### config.mk
export PLATFORM = sky130hd
export DESIGN_NAME = ppc_ctrl
export DESIGN_NICKNAME = d
export VERILOG_FILES = /design/src/sv/ppc_pkg.sv /design/src/sv/ppc_ctrl.sv
export SDC_FILE = /design/constraint.sdc
export NUM_CORES = 1
export LEC_CHECK = 0
export BUFFER_PORTS_ARGS = -buffer_cell sky130_fd_sc_hd__buf_4
export CAP_MARGIN = 10
export CORE_MARGIN = 2
export CORE_UTILIZATION = 48
export DETAILED_ROUTE_END_ITERATION = 6
export PLACE_DENSITY = 0.74
export SLEW_MARGIN = 20
export SYNTH_ARGS = -nofsm -noshare
export SYNTH_HDL_FRONTEND = slang
export SYNTH_SLANG_ARGS = --single-unit
### constraint.sdc
create_clock -name clk -period 2.15 [get_ports clk]
set_clock_uncertainty 0.15 [all_clocks]
set_input_delay 0.3225 -clock clk [delete_from_list [all_inputs] [get_ports clk]]
set_output_delay 0.3225 -clock clk [all_outputs]
set_load 0.05 [all_outputs]
### src/sv/ppc_pkg.sv
// Shared types and constants of the PID position controller.
package ppc_pkg;

  // Register indexes on the configuration port
  localparam int CfgIdxW = 3;
  localparam logic [CfgIdxW-1:0] CFG_GAIN_P       = 3'd0;
  localparam logic [CfgIdxW-1:0] CFG_GAIN_I       = 3'd1;
  localparam logic [CfgIdxW-1:0] CFG_GAIN_D       = 3'd2;
  localparam logic [CfgIdxW-1:0] CFG_WINDOW       = 3'd3;
  localparam logic [CfgIdxW-1:0] CFG_SCALE        = 3'd4;
  localparam logic [CfgIdxW-1:0] CFG_SINGLE_MOTOR = 3'd5;
  localparam logic [CfgIdxW-1:0] CFG_TURN_HEADING = 3'd6;
  localparam int CfgDataW = 31;

  // Operation codes of an input beat
  localparam logic OP_START  = 1'b0;
  localparam logic OP_SAMPLE = 1'b1;

  // Register reset values
  localparam logic [15:0] GAIN_P_RST = 16'd256;
  localparam logic [15:0] GAIN_I_RST = 16'd0;
  localparam logic [15:0] GAIN_D_RST = 16'd0;
  localparam logic [30:0] WINDOW_RST = 31'd2560;
  localparam logic [23:0] SCALE_RST  = 24'd2288;

  // Iteration counts of the shared units
  localparam int DivSteps = 32;
  localparam int MulSteps = 16;
  localparam int CntW     = 5;

  // Multiplier operand select
  typedef enum logic [1:0] {
    SEL_P,
    SEL_I,
    SEL_D
  } msel_t;

  // Commands from the controller to the datapath
  typedef struct packed {
    logic  start;
    logic  capture;
    logic  st_mul;
    logic  st_pos;
    logic  st_err;
    logic  st_diff;
    logic  div_step;
    logic  mul_load;
    msel_t mul_sel;
    logic  mul_step;
    logic  mul_neg;
    logic  out_load;
  } cmd_t;

  // Status from the datapath to the controller
  typedef struct packed {
    logic active;
  } stat_t;

endpackage

### src/sv/ppc_ctrl.sv
// Sequencer of the PID position controller: handshakes and step control.
module ppc_ctrl (
  input  logic           clk,
  input  logic           rst_n,
  input  logic           in_valid,
  output logic           in_ready,
  input  logic           in_operation,
  output logic           out_valid,
  input  logic           out_ready,
  input  ppc_pkg::stat_t stat,
  output ppc_pkg::cmd_t  cmd
);

  typedef enum logic [3:0] {
    S_IDLE,
    S_MUL,
    S_POS,
    S_ERR,
    S_DIFF,
    S_RUN,
    S_DERIV,
    S_DMUL,
    S_OUT
  } state_t;

  state_t                     state_r, state_nxt;
  logic [ppc_pkg::CntW-1:0]   cnt_r, cnt_nxt;
  logic                       out_valid_r, out_valid_nxt;
  logic                       in_acc;

  localparam logic [ppc_pkg::CntW-1:0] RunLast  = ppc_pkg::CntW'(ppc_pkg::DivSteps - 1);
  localparam logic [ppc_pkg::CntW-1:0] MulLast  = ppc_pkg::CntW'(ppc_pkg::MulSteps - 1);

  assign in_ready  = (state_r == S_IDLE);
  assign in_acc    = in_valid && in_ready;
  assign out_valid = out_valid_r;

  always_comb begin
    cmd       = '0;
    state_nxt = state_r;
    cnt_nxt   = cnt_r;
    cmd.start   = in_acc && (in_operation == ppc_pkg::OP_START);
    cmd.capture = in_acc && (in_operation == ppc_pkg::OP_SAMPLE) && stat.active;
    case (state_r)
      S_IDLE: begin
        if (cmd.capture) state_nxt = S_MUL;
      end
      S_MUL: begin
        cmd.st_mul = 1'b1;
        state_nxt  = S_POS;
      end
      S_POS: begin
        cmd.st_pos = 1'b1;
        state_nxt  = S_ERR;
      end
      S_ERR: begin
        cmd.st_err = 1'b1;
        state_nxt  = S_DIFF;
      end
      S_DIFF: begin
        cmd.st_diff  = 1'b1;
        cmd.mul_load = 1'b1;
        cmd.mul_sel  = ppc_pkg::SEL_P;
        cnt_nxt      = '0;
        state_nxt    = S_RUN;
      end
      S_RUN: begin
        // divider and the P then I products run side by side
        cmd.div_step = 1'b1;
        cmd.mul_step = 1'b1;
        cmd.mul_neg  = (cnt_r[3:0] == MulLast[3:0]);
        if (cnt_r == MulLast) begin
          cmd.mul_load = 1'b1;
          cmd.mul_sel  = ppc_pkg::SEL_I;
        end
        cnt_nxt = cnt_r + 1'b1;
        if (cnt_r == RunLast) state_nxt = S_DERIV;
      end
      S_DERIV: begin
        cmd.mul_load = 1'b1;
        cmd.mul_sel  = ppc_pkg::SEL_D;
        cnt_nxt      = '0;
        state_nxt    = S_DMUL;
      end
      S_DMUL: begin
        cmd.mul_step = 1'b1;
        cmd.mul_neg  = (cnt_r == MulLast);
        cnt_nxt      = cnt_r + 1'b1;
        if (cnt_r == MulLast) state_nxt = S_OUT;
      end
      S_OUT: begin
        if (!out_valid_r || out_ready) begin
          cmd.out_load = 1'b1;
          state_nxt    = S_IDLE;
        end
      end
      default: state_nxt = S_IDLE;
    endcase
  end

  always_comb begin
    out_valid_nxt = out_valid_r;
    if (cmd.out_load) out_valid_nxt = 1'b1;
    else if (out_ready) out_valid_nxt = 1'b0;
  end

  always_ff @(posedge clk) begin
    if (!rst_n) begin
      state_r     <= S_IDLE;
      cnt_r       <= '0;
      out_valid_r <= 1'b0;
    end else begin
      state_r     <= state_nxt;
      cnt_r       <= cnt_nxt;
      out_valid_r <= out_valid_nxt;
    end
  end

endmodule

==> impl_metrics.ini <==
[outcome]
status = finished clean

[hold_path]
hold_path_end = cnt_r[0]
min_path_type = primary input to flip-flop
hold_path_depth = 2
min_from = rst_n

[detailed_routing]
wirelength_um = 1480
drtAntennaViolNets = 0
drt_first_pass_iters = 4
detail_route.iter0.violations = 12
drc = 0
via_per_inst = 5.42
wl_per_cell_um = 12.4
via_count = 650

[clock_tree]
cts_hold_buf = 0
clock_sinks = 10
cts_tree = yes
numCtsBuffers = 3
clock_latency_ns = 0.27
clk_path_buf_depth = 2
cts.clk_slew.worst_paths_ns = 0.07
cts-root-buf = clkbuf_4
htreeDepth = 1

[die]
rows = 13
initial_core_util_pct = 50.6
die_x_um = 40.8
dieHeight_um = 40.8
ios = 21
die-area_sq_um = 1670
core_sq_um = 1280

[power_and_ir_drop]
peakVddDrop_mv = 0.689
finalPower_uw = 609
p_per_area_nw_per_um2 = 668
p_leak_nw = 0.388

[timing]
layout_min_cycle_time_ns = 2.07
setup_tns_ns = 0
slew_violations = 0
fin_crit_sh_pct = 96.2
fmax_ghz = 0.484
rsz0062_at_grt = yes
timing.hold.ws_ns = 0.131
hold_violations = 0
setup_viol = 0
worst_slew_pin_slew_ns = 0.295
maxSlewHeadroom_pct = 80.3

[synthesis]
synth.cells.most_frequent = dfxtp_1 (10), nand2b_1 (9), a21oi_1 (8)
synthFlopType = dfxtp_1
yosysTopAreaCellShare_pct = 30.8
synth-seq-cells = 10
syn_inst = 82
ys_async_sr_fraction_pct = 0
ys_seq_area_share_pct = 30.8
synth-edff-count = 0
syn-num-nets = 91
avgSynthCellArea_sq_um = 7.93
yosysTopAreaCell = dfxtp_1
yosysUniqueCellTypes = 32
yosysMostFrequentCell = dfxtp_1
synth_warnings = 0
synthTopCellsByArea = dfxtp_1 (31%), nand2b_1 (8.7%), a21oi_1 (6.2%), ha_1 (5.8%), nor2_1 (4.0%)
synth.cell_area_sq_um = 651

[critical_path]
critPathLaunchType = flip-flop
critPathArrivalTime_ns = 1.60
endpoint_kind = output port
critPathRequiredTime_ns = 1.68
r2r_end = state_r[1]
cpLargestDelayFamily = simple AND/OR/NAND/NOR gates
crit_slowest_cell = or4_4
worstPathCellList = or4_4 -> nor3b_2 -> buf_6
reg2reg_from = cnt_r[0]
slowest_delay_ns = 0.56
crit_fanout = 7
crit_type = flip-flop to output port
ff2ff_setup_slack_ns = 0.56
crit_buf_inv = 1
reg2regPathDepth = 6

[global_route]
antenna_found_initial = 0
grt_pass1_vias = 525
overflow = 0
grt_usage_pct = 21.1
grt_start_max_net_pins = 12
grt_pass1_wl_um = 2240

[final_layout]
final_core_util_pct = 70.9
areaGrowthSynthToFinish_pct = 40.0
drive_gt1_share_pct = 41.9
fin_nets = 115
diodes = 0

[flow_run]
maxCapViolCount = 0

[placement]
dpl.hpwl_um = 1130
place_congestion = 0.761
portBuffers = 20
layer usage:
| metal | up-vias | global-route usage, % | wire length, um |
|---|---|---|---|
| met4 | 0 | 12.5 | 29 |
| met3 | 4 | 6.52 | 81 |
| li1 | 331 | - | - |
| met5 | - | 0 | 0 |
| met2 | 17 | 31.6 | 718 |
| met1 | 298 | 26.2 | 654 |
worst register-to-register path: stages (launching register included):
cell and delay [ns]:
dfxtp_2 0.35, ha_2 0.19, and3_4 0.22, ha_1 0.16, nand2b_1 0.10, a21oi_1 0.06
a311oi_1 0.25
layout make-up:
class                   count  area [sq um]
multi-input cells          62           440
fillers                    95           374
flip-flops and latches     10           205
repair buffers             24           191
clock buffers               4          36.3
inverters                   5          18.8
well taps                  15          18.8
placed cells by master (no fill, tap or decap), types with 2 or more instances in the layout:
master,count
inv_1,4
a21oi_2,2
nor2b_1,4
nand2_1,4
nor3_1,2
a21oi_1,6
buf_4,21
clkbuf_4,3
dfxtp_2,4
nand3_1,4
and2_1,2
buf_6,3
nand2b_1,9
nand3b_1,2
nor2_1,6
dfxtp_1,6
nor3_2,2
power breakdown:
group | internal, mW | total (mW) | switching (mW)
Clock | 0.103 | 0.170 | 0.0673
Combinational | 0.0841 | 0.228 | 0.144
Sequential | 0.194 | 0.210 | 0.0156
cell families after synthesis:
group / Yosys count / synth area share, %
AOI/OAI and AO/OA: 14 / 12.9
DFF: 10 / 30.8
buffers and inverters: 10 / 7.69
and+or+nand+nor: 44 / 41.3
muxes: 1 / 1.54
adders and majority gates: 3 / 5.77
repair_timing:
action,in CTS,in global routing
pin swaps,0,1
resized for setup,5,7
setup buffers,0,0
endpoints found under the setup margin,3,4
metrics by stage:
stage	instances	setup WS, ns	cell area [sq um]
3_5_place_dp	116	0.206	838
2_1_floorplan	82	-0.00265	671
3_3_place_gp	116	0.287	838
5_1_grt	120	-0.00514	911
6_report	120	0.0818	911
4_1_cts	120	0.0212	896
how the worst max path moves through the flow:
stage / slack [ns] / startpoint / endpoint / depth (start not counted)
6_report: 0.08 / state_r[0] / cmd[12] / 3
5_1_grt: -0.005 / cnt_r[0] / cmd[5] / 6
4_1_cts: 0.02 / cnt_r[0] / cmd[1] / 6
3_5_place_dp: 0.21 / cnt_r[0] / cmd[1] / 6
3_3_place_gp: 0.29 / cnt_r[0] / cmd[1] / 6
2_1_floorplan: -0.003 / state_r[2] / cmd[7] / 3
flip-flops by register name (all words and copies together) (netlist names):
signal,count
cnt_r,5
out_valid,1
state_r,4
No activity file was read; power rests on OpenSTA's default activity.
